File: config.mk
export PLATFORM = sky130hd
export DESIGN_NAME = upstream_parent_forwarder
export DESIGN_NICKNAME = d
export VERILOG_FILES = /design/src/sv/upf_pkg.sv /design/src/sv/upf_front.sv /design/src/sv/upf_queue.sv /design/src/sv/upf_back.sv /design/src/sv/upstream_parent_forwarder.sv
export VERILOG_INCLUDE_DIRS = /design/src /design/src/sv
export SDC_FILE = /design/constraint.sdc
export NUM_CORES = 1
export LEC_CHECK = 0
export BUFFER_PORTS_ARGS = -buffer_cell sky130_fd_sc_hd__buf_2
export CORE_AREA = 4 4 310 312
export DETAILED_ROUTE_END_ITERATION = 7
export DIE_AREA = 0 0 314 316
export GPL_TIMING_DRIVEN = 0
export HOLD_SLACK_MARGIN = 0.02
export PLACE_DENSITY_LB_ADDON = 0.12
export SETUP_SLACK_MARGIN = 0.02
export SYNTH_ARGS = -nofsm -noshare
export SYNTH_HDL_FRONTEND = slang
export SYNTH_HIERARCHICAL = 1
export SYNTH_SLANG_ARGS = --single-unit
File: constraint.sdc
create_clock -name aclk -period 23.8 [get_ports aclk]
set_input_delay 4.76 -clock aclk [delete_from_list [all_inputs] [get_ports aclk]]
set_output_delay 4.76 -clock aclk [all_outputs]
set_load 0.02 [all_outputs]
File: src/sv/assert_macros.svh
`ifndef ASSERT_MACROS_SVH
`define ASSERT_MACROS_SVH

// same-cycle implication, disabled while reset is low
`define ASSERT_IMPLIES(label, clk, rst_n, ante, cons) \
    label: assert property (@(posedge clk) disable iff (!(rst_n)) (ante) |-> (cons)) \
        else $error("assertion failed: same-cycle implication");

// next-cycle implication, disabled while reset is low
`define ASSERT_NEXT(label, clk, rst_n, ante, cons) \
    label: assert property (@(posedge clk) disable iff (!(rst_n)) (ante) |=> (cons)) \
        else $error("assertion failed: next-cycle implication");

`endif

File: src/sv/upf_pkg.sv
`default_nettype none

package upf_pkg;

    typedef enum logic [1:0] {
        CMD_WRITE = 2'd0,
        CMD_RELAY = 2'd1,
        CMD_OWN   = 2'd2,
        CMD_DONE  = 2'd3
    } cmd_t;

    typedef enum logic [2:0] {
        ST_SENT       = 3'd0,
        ST_BUSY_DROP  = 3'd1,
        ST_NO_PARENT  = 3'd2,
        ST_WRITTEN    = 3'd3,
        ST_COMPLETION = 3'd4
    } status_t;

    localparam logic       CFG_OWN_GRADIENT = 1'b0;
    localparam logic       CFG_OWN_ADDRESS  = 1'b1;

    localparam logic [7:0]  GRAD_NONE       = 8'd255;
    localparam logic [15:0] ADDR_UNASSIGNED = 16'd0;
    localparam logic [7:0]  HOPS_OWN        = 8'd1;

    localparam int Q_DEPTH = 2;
    localparam int QP_W    = 1;
    localparam int QC_W    = 2;

    typedef struct packed {
        cmd_t        cmd;
        logic [3:0]  entry_index;
        logic        in_range;
        logic        entry_valid;
        logic [31:0] entry_word;
        logic [15:0] exclude;
        logic [15:0] source;
        logic [15:0] payload;
        logic [7:0]  hops;
        logic [31:0] time_stamp;
        logic        send_ok;
    } q_item_t;

    typedef struct packed {
        logic scanning;
        logic load_sent;
        logic busy;
    } back_stat_t;

endpackage

`default_nettype wire

File: src/sv/upf_front.sv
`default_nettype none

module upf_front #(
    parameter int TABLE_DEPTH = 16
) (
    input  wire logic               s_tvalid,
    output logic                    s_tready,
    input  wire logic [127:0]       s_tdata,
    input  wire logic [1:0]         s_tuser,
    input  wire logic [15:0]        own_address,
    input  wire logic               q_full,
    output logic                    q_push,
    output upf_pkg::q_item_t        q_item
);
    import upf_pkg::*;

    cmd_t        cmd;
    logic [3:0]  entry_index;
    logic        entry_valid;
    logic [15:0] entry_address;
    logic [7:0]  entry_gradient;
    logic [7:0]  entry_rssi;
    logic [15:0] sender_address;
    logic [15:0] payload_word;
    logic [15:0] origin_address;
    logic [7:0]  hops_received;
    logic [31:0] time_stamp;
    logic        send_failed;
    logic        relay;

    assign cmd            = cmd_t'(s_tuser);
    assign entry_index    = s_tdata[3:0];
    assign entry_valid    = s_tdata[4];
    assign entry_address  = s_tdata[20:5];
    assign entry_gradient = s_tdata[28:21];
    assign entry_rssi     = s_tdata[36:29];
    assign sender_address = s_tdata[52:37];
    assign payload_word   = s_tdata[68:53];
    assign origin_address = s_tdata[84:69];
    assign hops_received  = s_tdata[92:85];
    assign time_stamp     = s_tdata[124:93];
    assign send_failed    = s_tdata[125];

    assign relay    = (cmd == CMD_RELAY);
    assign s_tready = !q_full;
    assign q_push   = s_tvalid && s_tready;

    always_comb begin
        q_item.cmd         = cmd;
        q_item.entry_index = entry_index;
        q_item.in_range    = (32'(entry_index) < 32'(TABLE_DEPTH));
        q_item.entry_valid = entry_valid;
        q_item.entry_word  = {entry_rssi, entry_gradient, entry_address};
        q_item.exclude     = relay ? sender_address : ADDR_UNASSIGNED;
        q_item.source      = relay ? origin_address : own_address;
        q_item.payload     = payload_word;
        q_item.hops        = relay ? (hops_received + 8'd1) : HOPS_OWN;
        q_item.time_stamp  = time_stamp;
        q_item.send_ok     = !send_failed;
    end

endmodule

`default_nettype wire

File: src/sv/upf_queue.sv
`default_nettype none

module upf_queue (
    input  wire logic               aclk,
    input  wire logic               aresetn,
    input  wire logic               push,
    input  wire upf_pkg::q_item_t   push_item,
    output logic                    full,
    input  wire logic               pop,
    output logic                    pop_valid,
    output upf_pkg::q_item_t        pop_item
);
    import upf_pkg::*;

    q_item_t           mem_reg [Q_DEPTH];
    logic [QP_W-1:0]   wr_ptr_reg, wr_ptr_next;
    logic [QP_W-1:0]   rd_ptr_reg, rd_ptr_next;
    logic [QC_W-1:0]   count_reg, count_next;

    assign full      = (count_reg == QC_W'(Q_DEPTH));
    assign pop_valid = (count_reg != '0);
    assign pop_item  = mem_reg[rd_ptr_reg];

    always_comb begin
        wr_ptr_next = push ? wr_ptr_reg + 1'b1 : wr_ptr_reg;
        rd_ptr_next = pop ? rd_ptr_reg + 1'b1 : rd_ptr_reg;
        count_next  = count_reg + QC_W'(push) - QC_W'(pop);
    end

    always_ff @(posedge aclk) begin
        if (!aresetn) begin
            wr_ptr_reg <= '0;
            rd_ptr_reg <= '0;
            count_reg  <= '0;
        end else begin
            wr_ptr_reg <= wr_ptr_next;
            rd_ptr_reg <= rd_ptr_next;
            count_reg  <= count_next;
        end
    end

    always_ff @(posedge aclk) begin
        if (push) begin
            mem_reg[wr_ptr_reg] <= push_item;
        end
    end

endmodule

`default_nettype wire

File: src/sv/upf_back.sv
`default_nettype none

module upf_back #(
    parameter int TABLE_DEPTH = 16
) (
    input  wire logic               aclk,
    input  wire logic               aresetn,
    input  wire logic [7:0]         own_gradient,
    input  wire logic               q_valid,
    input  wire upf_pkg::q_item_t   q_item,
    output logic                    q_pop,
    output logic                    m_tvalid,
    input  wire logic               m_tready,
    output logic [95:0]             m_tdata,
    output logic [2:0]              m_tuser,
    output upf_pkg::back_stat_t     stat
);
    import upf_pkg::*;

    localparam int IDX_W = (TABLE_DEPTH > 1) ? $clog2(TABLE_DEPTH) : 1;
    localparam int CNT_W = $clog2(TABLE_DEPTH + 1);

    typedef enum logic [1:0] {
        S_IDLE,
        S_SCAN,
        S_DONE
    } state_t;

    state_t             state_reg, state_next;
    logic               busy_reg, busy_next;
    logic [15:0]        prev_reg, prev_next;
    logic [CNT_W-1:0]   cnt_reg, cnt_next;
    logic               rd_live_reg, rd_live_next;
    logic               found_reg, found_next;
    logic [15:0]        best_addr_reg, best_addr_next;
    logic [7:0]         best_grad_reg, best_grad_next;
    logic [7:0]         best_rssi_reg, best_rssi_next;
    q_item_t            cur_reg, cur_next;

    logic               m_valid_reg, m_valid_next;
    status_t            o_status_reg, o_status_next;
    logic [15:0]        o_hop_reg, o_hop_next;
    logic [15:0]        o_src_reg, o_src_next;
    logic [15:0]        o_pay_reg, o_pay_next;
    logic [7:0]         o_hops_reg, o_hops_next;
    logic [31:0]        o_time_reg, o_time_next;
    logic               o_chg_reg, o_chg_next;
    logic               o_ok_reg, o_ok_next;

    logic [31:0]          mem [TABLE_DEPTH];
    logic [TABLE_DEPTH-1:0] valid_reg;
    logic [31:0]          rd_word_reg;
    logic                 rd_vbit_reg;
    logic [IDX_W-1:0]     rd_addr;
    logic [IDX_W+3:0]     idx_wide;
    logic [IDX_W-1:0]     wr_addr;
    logic                 mem_we;
    logic                 out_free;
    logic                 cand;
    logic                 better;
    logic                 load_sent;
    logic [15:0]          rd_a;
    logic [7:0]           rd_g;
    logic [7:0]           rd_r;

    assign rd_addr  = cnt_reg[IDX_W-1:0];
    assign idx_wide = (IDX_W + 4)'(q_item.entry_index);
    assign wr_addr  = idx_wide[IDX_W-1:0];
    assign out_free = !m_valid_reg || m_tready;

    assign rd_a = rd_word_reg[15:0];
    assign rd_g = rd_word_reg[23:16];
    assign rd_r = rd_word_reg[31:24];

    assign cand   = rd_live_reg && rd_vbit_reg && (rd_a != cur_reg.exclude)
                    && (rd_g < own_gradient);
    assign better = !found_reg || (rd_g < best_grad_reg)
                    || ((rd_g == best_grad_reg) && ($signed(rd_r) > $signed(best_rssi_reg)));

    always_comb begin
        state_next     = state_reg;
        busy_next      = busy_reg;
        prev_next      = prev_reg;
        cnt_next       = cnt_reg;
        rd_live_next   = 1'b0;
        found_next     = found_reg;
        best_addr_next = best_addr_reg;
        best_grad_next = best_grad_reg;
        best_rssi_next = best_rssi_reg;
        cur_next       = cur_reg;
        m_valid_next   = m_valid_reg && !m_tready;
        o_status_next  = o_status_reg;
        o_hop_next     = o_hop_reg;
        o_src_next     = o_src_reg;
        o_pay_next     = o_pay_reg;
        o_hops_next    = o_hops_reg;
        o_time_next    = o_time_reg;
        o_chg_next     = o_chg_reg;
        o_ok_next      = o_ok_reg;
        q_pop          = 1'b0;
        mem_we         = 1'b0;
        load_sent      = 1'b0;

        unique case (state_reg)
            S_IDLE: begin
                if (q_valid && out_free) begin
                    q_pop       = 1'b1;
                    o_hop_next  = '0;
                    o_src_next  = '0;
                    o_pay_next  = '0;
                    o_hops_next = '0;
                    o_time_next = '0;
                    o_chg_next  = 1'b0;
                    o_ok_next   = 1'b0;
                    unique case (q_item.cmd)
                        CMD_WRITE: begin
                            mem_we        = q_item.in_range;
                            m_valid_next  = 1'b1;
                            o_status_next = ST_WRITTEN;
                        end
                        CMD_DONE: begin
                            busy_next     = 1'b0;
                            m_valid_next  = 1'b1;
                            o_status_next = ST_COMPLETION;
                            o_ok_next     = q_item.send_ok;
                        end
                        CMD_RELAY, CMD_OWN: begin
                            if (busy_reg) begin
                                m_valid_next  = 1'b1;
                                o_status_next = ST_BUSY_DROP;
                            end else if (own_gradient == GRAD_NONE) begin
                                m_valid_next  = 1'b1;
                                o_status_next = ST_NO_PARENT;
                            end else begin
                                cur_next   = q_item;
                                cnt_next   = '0;
                                found_next = 1'b0;
                                state_next = S_SCAN;
                            end
                        end
                    endcase
                end
            end
            S_SCAN: begin
                if (cnt_reg < CNT_W'(TABLE_DEPTH)) begin
                    rd_live_next = 1'b1;
                    cnt_next     = cnt_reg + CNT_W'(1);
                end
                if (cand && better) begin
                    found_next     = 1'b1;
                    best_addr_next = rd_a;
                    best_grad_next = rd_g;
                    best_rssi_next = rd_r;
                end
                if ((cnt_reg == CNT_W'(TABLE_DEPTH)) && !rd_live_reg) begin
                    state_next = S_DONE;
                end
            end
            S_DONE: begin
                if (out_free) begin
                    m_valid_next = 1'b1;
                    state_next   = S_IDLE;
                    o_ok_next    = 1'b0;
                    if (found_reg) begin
                        load_sent     = 1'b1;
                        busy_next     = 1'b1;
                        prev_next     = best_addr_reg;
                        o_status_next = ST_SENT;
                        o_hop_next    = best_addr_reg;
                        o_src_next    = cur_reg.source;
                        o_pay_next    = cur_reg.payload;
                        o_hops_next   = cur_reg.hops;
                        o_time_next   = cur_reg.time_stamp;
                        o_chg_next    = (prev_reg != ADDR_UNASSIGNED)
                                        && (prev_reg != best_addr_reg);
                    end else begin
                        o_status_next = ST_NO_PARENT;
                        o_hop_next    = '0;
                        o_src_next    = '0;
                        o_pay_next    = '0;
                        o_hops_next   = '0;
                        o_time_next   = '0;
                        o_chg_next    = 1'b0;
                    end
                end
            end
            default: begin
                state_next = S_IDLE;
            end
        endcase
    end

    always_ff @(posedge aclk) begin
        if (!aresetn) begin
            state_reg   <= S_IDLE;
            busy_reg    <= 1'b0;
            prev_reg    <= ADDR_UNASSIGNED;
            cnt_reg     <= '0;
            rd_live_reg <= 1'b0;
            found_reg   <= 1'b0;
            m_valid_reg <= 1'b0;
        end else begin
            state_reg   <= state_next;
            busy_reg    <= busy_next;
            prev_reg    <= prev_next;
            cnt_reg     <= cnt_next;
            rd_live_reg <= rd_live_next;
            found_reg   <= found_next;
            m_valid_reg <= m_valid_next;
        end
        best_addr_reg <= best_addr_next;
        best_grad_reg <= best_grad_next;
        best_rssi_reg <= best_rssi_next;
        cur_reg       <= cur_next;
        o_status_reg  <= o_status_next;
        o_hop_reg     <= o_hop_next;
        o_src_reg     <= o_src_next;
        o_pay_reg     <= o_pay_next;
        o_hops_reg    <= o_hops_next;
        o_time_reg    <= o_time_next;
        o_chg_reg     <= o_chg_next;
        o_ok_reg      <= o_ok_next;
    end

    always_ff @(posedge aclk) begin
        if (!aresetn) begin
            valid_reg <= '0;
        end else if (mem_we) begin
            valid_reg[wr_addr] <= q_item.entry_valid;
        end
    end

    always_ff @(posedge aclk) begin
        if (mem_we) begin
            mem[wr_addr] <= q_item.entry_word;
        end
        rd_word_reg <= mem[rd_addr];
        rd_vbit_reg <= valid_reg[rd_addr];
    end

    assign m_tvalid = m_valid_reg;
    assign m_tuser  = o_status_reg;
    assign m_tdata  = {6'd0, o_ok_reg, o_chg_reg, o_time_reg, o_hops_reg,
                       o_pay_reg, o_src_reg, o_hop_reg};

    assign stat.scanning  = (state_reg == S_SCAN);
    assign stat.load_sent = load_sent;
    assign stat.busy      = busy_reg;

endmodule

`default_nettype wire

File: src/sv/upstream_parent_forwarder.sv
// Channel | Dir | Handshake          | Contents
// s_      | in  | s_tvalid/s_tready  | tuser: command; tdata: table-write and packet fields
// m_      | out | m_tvalid/m_tready  | tuser: status; tdata: frame fields and flags
// cfg_    | in  | cfg_valid/cfg_ready| cfg_index selects register, cfg_data carries value
//
// Table write, completion, busy drop and uninitialized-node items: answered from idle in the back end.
// Relay and own-send items: a table scan of one slot per cycle, then the result frame; the scan
// goes through the single read port of the neighbor table.
// Reset clears control state and all slot valid bits; no clearing pass.
// A two-entry queue takes input items while the back end scans or the output waits.
`default_nettype none
`include "assert_macros.svh"

module upstream_parent_forwarder #(
    parameter int TABLE_DEPTH = 16
) (
    input  wire logic          aclk,
    input  wire logic          aresetn,
    input  wire logic          s_tvalid,
    output logic               s_tready,
    // [3:0] entry_index, [4] entry_valid, [20:5] entry_address, [28:21] entry_gradient,
    // [36:29] entry_rssi, [52:37] sender_address, [68:53] payload_word,
    // [84:69] origin_address, [92:85] hops_received, [124:93] time_stamp,
    // [125] send_failed, [127:126] zero
    input  wire logic [127:0]  s_tdata,
    // [1:0] command
    input  wire logic [1:0]    s_tuser,
    output logic               m_tvalid,
    input  wire logic          m_tready,
    // [15:0] next_hop_address, [31:16] frame_source, [47:32] frame_payload,
    // [55:48] frame_hops, [87:56] frame_time, [88] route_changed, [89] send_ok,
    // [95:90] zero
    output logic [95:0]        m_tdata,
    // [2:0] status
    output logic [2:0]         m_tuser,
    input  wire logic          cfg_valid,
    output logic               cfg_ready,
    input  wire logic [0:0]    cfg_index,
    input  wire logic [15:0]   cfg_data
);
    import upf_pkg::*;

    logic [7:0]   own_gradient_reg, own_gradient_next;
    logic [15:0]  own_address_reg, own_address_next;
    logic         q_full;
    logic         q_push;
    q_item_t      push_item;
    logic         q_pop;
    logic         q_valid;
    q_item_t      pop_item;
    back_stat_t   back_stat;

    assign cfg_ready = 1'b1;

    always_comb begin
        own_gradient_next = own_gradient_reg;
        own_address_next  = own_address_reg;
        if (cfg_valid && cfg_ready) begin
            if (cfg_index[0] == CFG_OWN_GRADIENT) begin
                own_gradient_next = cfg_data[7:0];
            end else if (cfg_index[0] == CFG_OWN_ADDRESS) begin
                own_address_next = cfg_data;
            end
        end
    end

    always_ff @(posedge aclk) begin
        if (!aresetn) begin
            own_gradient_reg <= GRAD_NONE;
            own_address_reg  <= 16'd0;
        end else begin
            own_gradient_reg <= own_gradient_next;
            own_address_reg  <= own_address_next;
        end
    end

    upf_front #(
        .TABLE_DEPTH (TABLE_DEPTH)
    ) u_front (
        .s_tvalid    (s_tvalid),
        .s_tready    (s_tready),
        .s_tdata     (s_tdata),
        .s_tuser     (s_tuser),
        .own_address (own_address_reg),
        .q_full      (q_full),
        .q_push      (q_push),
        .q_item      (push_item)
    );

    upf_queue u_queue (
        .aclk      (aclk),
        .aresetn   (aresetn),
        .push      (q_push),
        .push_item (push_item),
        .full      (q_full),
        .pop       (q_pop),
        .pop_valid (q_valid),
        .pop_item  (pop_item)
    );

    upf_back #(
        .TABLE_DEPTH (TABLE_DEPTH)
    ) u_back (
        .aclk         (aclk),
        .aresetn      (aresetn),
        .own_gradient (own_gradient_reg),
        .q_valid      (q_valid),
        .q_item       (pop_item),
        .q_pop        (q_pop),
        .m_tvalid     (m_tvalid),
        .m_tready     (m_tready),
        .m_tdata      (m_tdata),
        .m_tuser      (m_tuser),
        .stat         (back_stat)
    );

    `ASSERT_IMPLIES(a_chg_only_sent, aclk, aresetn, m_tvalid && m_tdata[88], m_tuser == ST_SENT)
    `ASSERT_IMPLIES(a_no_pop_in_scan, aclk, aresetn, back_stat.scanning, !q_pop)
    `ASSERT_NEXT(a_sent_sets_busy, aclk, aresetn, back_stat.load_sent, back_stat.busy)

endmodule

`default_nettype wire
==> results of run 1 <==
## cell usage in the layout, fill, tap and decap left out, drive strengths merged, types with 35 or more instances in the layout
cell type  count
clkinv        43
edfxtp       983
buf          356
xor2          35
clkbuf       202
and3          90
mux2         129
mux4         165
nand2        121
inv           53
dfxtp        105
## worst max-delay path by stage
stage,from,to
floorplan,m_tready,u_back/m_tuser[0]$_SDFFCE_PP0P_
global placement,s_tvalid,u_queue/mem_reg[0][103]$_DFFE_PP_
detailed placement,m_tready,u_back/mem[0][9]$_DFFE_PP_
CTS,m_tready,u_back/mem[0][12]$_DFFE_PP_
global route,m_tready,u_back/mem[0][12]$_DFFE_PP_
finish,m_tready,u_back/mem[0][12]$_DFFE_PP_
## layout make-up
class	count	area [sq um]	area share
Antenna cell	4	10.0	0.000205
Buffer	193	1280	0.0263
Clock buffer	153	3110	0.0637
Clock inverter	62	637	0.0130
Inverter	49	184	0.00377
Multi-Input combinational cell	837	8820	0.181
Sequential cell	1088	31600	0.647
Tap cell	1254	1570	0.0321
Timing Repair Buffer	212	1610	0.0329
## per-stage QoR
step	hold WS (ns)	worst slack, ns
floorplan	0.408	11.97
global placement	0.423	7.70
detailed placement	0.427	16.27
CTS	0.441	16.99
global route	0.460	16.92
finish	0.440	16.98
## power breakdown
part,switching [mW],total [mW],internal (mW),leakage [nW]
Clock,0.728,1.75,1.02,1.83
Sequential,0.0632,2.48,2.42,9.92
Combinational,0.650,1.07,0.418,5.19
Total,1.44,5.30,3.86,16.9
## layer usage
metal,vias up,share of wire
met3,131,0.049
met4,0,0.022
met2,511,0.51
li1,9066,-
met1,10482,0.41
met5,-,0
==> impl_metrics.tcl, run 1 <==
set metrics [dict create \
    outcome "finished, final reports clean" \
    area_delta_synth_final_pct 17.0 \
    max_freq_mhz 147 \
    p_total_mw 5.30 \
    hold_violations 0 \
    design_area_sq_um 48800 \
    placedInstanceArea_sq_um 45100 \
    fin_util 0.525 \
    place_congestion 0.789 \
    yosysWarnings 6 \
    drt_iter0_drc 1690 \
    port-buffer-count 158 \
    clk_pin_slew_ns 0.06 \
    placed_cells 3633 \
    wl_per_cell_microns 24.2 \
    reg2reg_setup_slack_ns 19.88 \
    r2r_cells 9 \
    vias 20190 \
    drive_above_1_share 0.334 \
    start_kind "input pin" \
    ant_nets 0 \
    start_util 0.449 \
    io_pins 254 \
    maxCapViolations 0 \
    path_depth 6 \
    grt_pass1_wl_microns 137000 \
    holdCritStartpoint "u_back/rd_word_reg[29]$_DFF_P_" \
    die_y_microns 316 \
    htreeDepth 3 \
    cts_root_buffer "clkbuf_16" \
    antenna_found_initial 5 \
    wl_microns 93000 \
    rsz0062_at_grt "no" \
    largest_reg_flops 512 \
    slew_viol_final 0 \
    crit_path_end_kind "flip-flop" \
    fill_cells 7468 \
    cts_tree "yes" \
    grt_max_degree 55 \
    fin_cells 3852 \
    cp_slowest_cell "nor3_4" \
    vdd_drop_max_uv 57.9 \
    die_x_microns 314 \
    cts_hold_buffers 0 \
    reg2reg_to "u_back/mem[0][12]$_DFFE_PP_" \
    worstMarginPinSlew_ns 1.15 \
    period_share 0.286 \
    p_per_area_nw_per_um2 108 \
    hold_class "flip-flop to flip-flop" \
    cp_max_fo 13 \
    leakage_nw 16.9 \
    gr-usage-met3 0.0347 \
    grt-busiest-layer "met2" \
    clock_skew_ns 0.0251 \
    netlist_instances 2162 \
    cts_resized 0 \
    first_pass_iters 5 \
    cts_max_path_buffers 3 \
    cp_top_family "simple AND/OR/NAND/NOR gates" \
    nets 2678 \
    grt.total_usage 0.188 \
    setup_tns_ns 0 \
    grt_use_met2 0.331 \
    cts.sink_count 1088 \
    row_count 112 \
    via_per_inst 5.24 \
    arrival_ns 7.19 \
    hold_end "u_back/best_rssi_reg[5]$_DFFE_PP_" \
    die-area_sq_um 99200 \
    worstSetupPathType "input pin to flip-flop" \
    overflow 0 \
    path_buf_inv 2 \
    whs_path_depth 0 \
    cts_buffers 114 \
    grt_pass1_vias 21384 \
    fin_crit_ns 6.82 \
    cts_setup_buffers 0 \
    maxSlewHeadroom 0.233 \
    hpwl_microns 63800 \
    syn_area_per_cell_sq_um 19.3 \
    synth_area_sq_um 41700 \
    setup_viol 0 \
    grt_use_met1 0.242 \
    drc 0 \
    clk_latency_ns 0.69 \
    crit_chain "buf_2 > nand2b_1 > nand4_2 > or3_1 > nor3_4 > buf_8" \
    worstPathRequired_ns 24.17 \
    max_stage_delay_ns 0.79 \
    core_area_sq_um 93000 \
]
(Power assumes the default switching activity.)
==> run 2, diff against run 1 <==
- clock period: 23.8 -> 5.6 ns (I/O delays scaled with it)
==> run 2 against run 1 <==
- worst setup slack got worse by 15 ns
- largest cell class unchanged
- register-to-register slack got worse by 18 ns
- clock-buffer cell count rose by 9
- first-iteration DRC count fell by 12%
- sequential cell count did not move
- largest power group unchanged
- sequential power rose to 4.2 times the previous value
==> impl_metrics.tcl, run 2 (synthesis results as in run 1) <==
set metrics [dict create \
    outcome "finished, final reports clean" \
    path_buf_inv 4 \
    cp_top_family "simple AND/OR/NAND/NOR gates" \
    hpwl_microns 63500 \
    grt_pass1_wl_microns 137000 \
    whs_ns 0.435 \
    area_delta_synth_final_pct 17.0 \
    row_count 112 \
    preCtsSetupSlack_ns 1.55 \
    grt_max_degree 52 \
    cts_setup_buffers 0 \
    drt_iter0_drc 1495 \
    crit_path_end_kind "flip-flop" \
    place_congestion 0.782 \
    ant_nets 0 \
    hold_end "u_back/best_rssi_reg[3]$_DFFE_PP_" \
    via_per_inst 5.28 \
    crit_chain "buf_2 > mux2_2 > inv_1 > ha_1 > and2_0 > nand4_2 > or3_1 > nor3_4 > buf_8 > buf_16" \
    layout_common_cells "edfxtp_1, buf_2, mux4_2, mux2_2, nand2_1" \
    core_area_sq_um 93000 \
    worstSetupPathType "flip-flop to flip-flop" \
    rsz0062_at_grt "no" \
    p_total_mw 22.4 \
    htreeDepth 3 \
    max_freq_mhz 244 \
    cts.sink_count 1088 \
    slew_viol_final 0 \
    holdCritStartpoint "u_back/rd_word_reg[27]$_DFF_P_" \
    cts_tree "yes" \
    overflow 0 \
    cts_root_buffer "clkbuf_16" \
    period_share 0.731 \
    port-buffer-count 158 \
    wl_per_cell_microns 24.1 \
    fin_cells 3846 \
    start_kind "flip-flop" \
    nets 2674 \
    final_common_cell "edfxtp_1" \
    reg2reg_to "u_back/mem[0][5]$_DFFE_PP_" \
    cts_max_path_buffers 3 \
    setup_viol 0 \
    grt.total_usage 0.187 \
    hold_class "flip-flop to flip-flop" \
    clk_pin_slew_ns 0.06 \
    leakage_nw 16.9 \
    hold_violations 0 \
    maxCapViolations 0 \
    vdd_drop_max_uv 315 \
    drc 0 \
    first_pass_iters 7 \
    arrival_ns 4.47 \
    cts_buffers 112 \
    io_pins 254 \
    clock_skew_ns 0.0368 \
    drive_above_1_share 0.330 \
    largest_reg_flops 512 \
    whs_path_depth 0 \
    wl_microns 92600 \
    worstPathRequired_ns 5.98 \
    die_x_microns 314 \
    setup_tns_ns 0 \
    antenna_found_initial 5 \
    die-area_sq_um 99200 \
    start_util 0.449 \
    vias 20309 \
    fin_crit_ns 4.09 \
    max_stage_delay_ns 0.68 \
    cts_hold_buffers 0 \
    reg2reg_setup_slack_ns 1.51 \
    p_per_area_nw_per_um2 460 \
    timing.final.ws_setup_ns 1.51 \
    placed_cells 3631 \
    die_y_microns 316 \
    maxSlewHeadroom 0.235 \
    worstMarginPinSlew_ns 1.15 \
    cts_resized 0 \
    cp_slowest_cell "nor3_4" \
    r2r_cells 10 \
    cp_max_fo 12 \
    grt_pass1_vias 21298 \
    clk_latency_ns 0.70 \
]
## run 2: changes by cell type in the layout (fill, tap and decap cells not counted), moves of 2 or more
cell | before | now
buf_6 | 43 | 37
clkinv_1 | 14 | 10
clkbuf_16 | 115 | 113
buf_16 | 4 | 11
clkinvlp_4 | 6 | 2
buf_4 | 105 | 103
buf_8 | 5 | 7
clkbuf_1 | 78 | 89
clkinv_2 | 24 | 20
buf_12 | 17 | 14
## run 2: worst reg2reg max path: stages, from the launching register on
cell and delay [ns]:
dfxtp_1 0.37, buf_2 0.36, mux2_2 0.41, inv_1 0.08, ha_1 0.15, and2_0 0.19
nand4_2 0.41, or3_1 0.65, nor3_4 0.68, buf_8 0.28, buf_16 0.18
## run 2: final cells by class
cell class,count,area [sq um]
flip-flops and latches,1088,31600
clock inverters,49,554
plain buffers,193,1280
clock buffers,162,3100
diodes,4,10.0
repair buffers,210,1690
fillers,7503,44200
inverters,49,184
well taps,1254,1570
multi-input cells,837,8830
## run 2: worst max-delay path by stage
stage               startpoint                          end  slack, ns  cells after the start
detailed placement   flip-flop  u_back/mem[0][11]$_DFFE_PP_       1.55                     10
floorplan             m_tready   u_back/mem[8][0]$_DFFE_PP_       0.19                      3
global route         flip-flop   u_back/mem[0][5]$_DFFE_PP_       1.37                     10
finish               flip-flop   u_back/mem[0][5]$_DFFE_PP_       1.51                     10
global placement     flip-flop  u_back/mem[8][11]$_DFFE_PP_      -4.95                      7
CTS                  flip-flop   u_back/mem[0][5]$_DFFE_PP_       1.50                     10
## run 2: per-layer routing
layer	vias to the layer above	track usage	share of wire
met5	-	0	0.00013
met3	147	0.0376	0.055
met4	2	0.0548	0.028
met1	10560	0.243	0.41
met2	540	0.323	0.50
li1	9060	-	-
## run 2: through the flow
| step | utilization | area (sq um) |
|---|---|---|
| after CTS | 0.525 | 48800 |
| final | 0.525 | 48800 |
| after detailed placement | 0.485 | 45200 |
| after global placement | 0.474 | 44100 |
| after floorplan | - | 41800 |
| after global routing | 0.525 | 48800 |
## run 2: power breakdown
| part | switching, mW | total, mW | internal [mW] | leakage (nW) |
|---|---|---|---|---|
| Sequential | 0.275 | 10.5 | 10.3 | 9.92 |
| Combinational | 2.76 | 4.60 | 1.83 | 5.21 |
| Clock | 3.07 | 7.31 | 4.24 | 1.78 |
| Total | 6.11 | 22.4 | 16.3 | 16.9 |
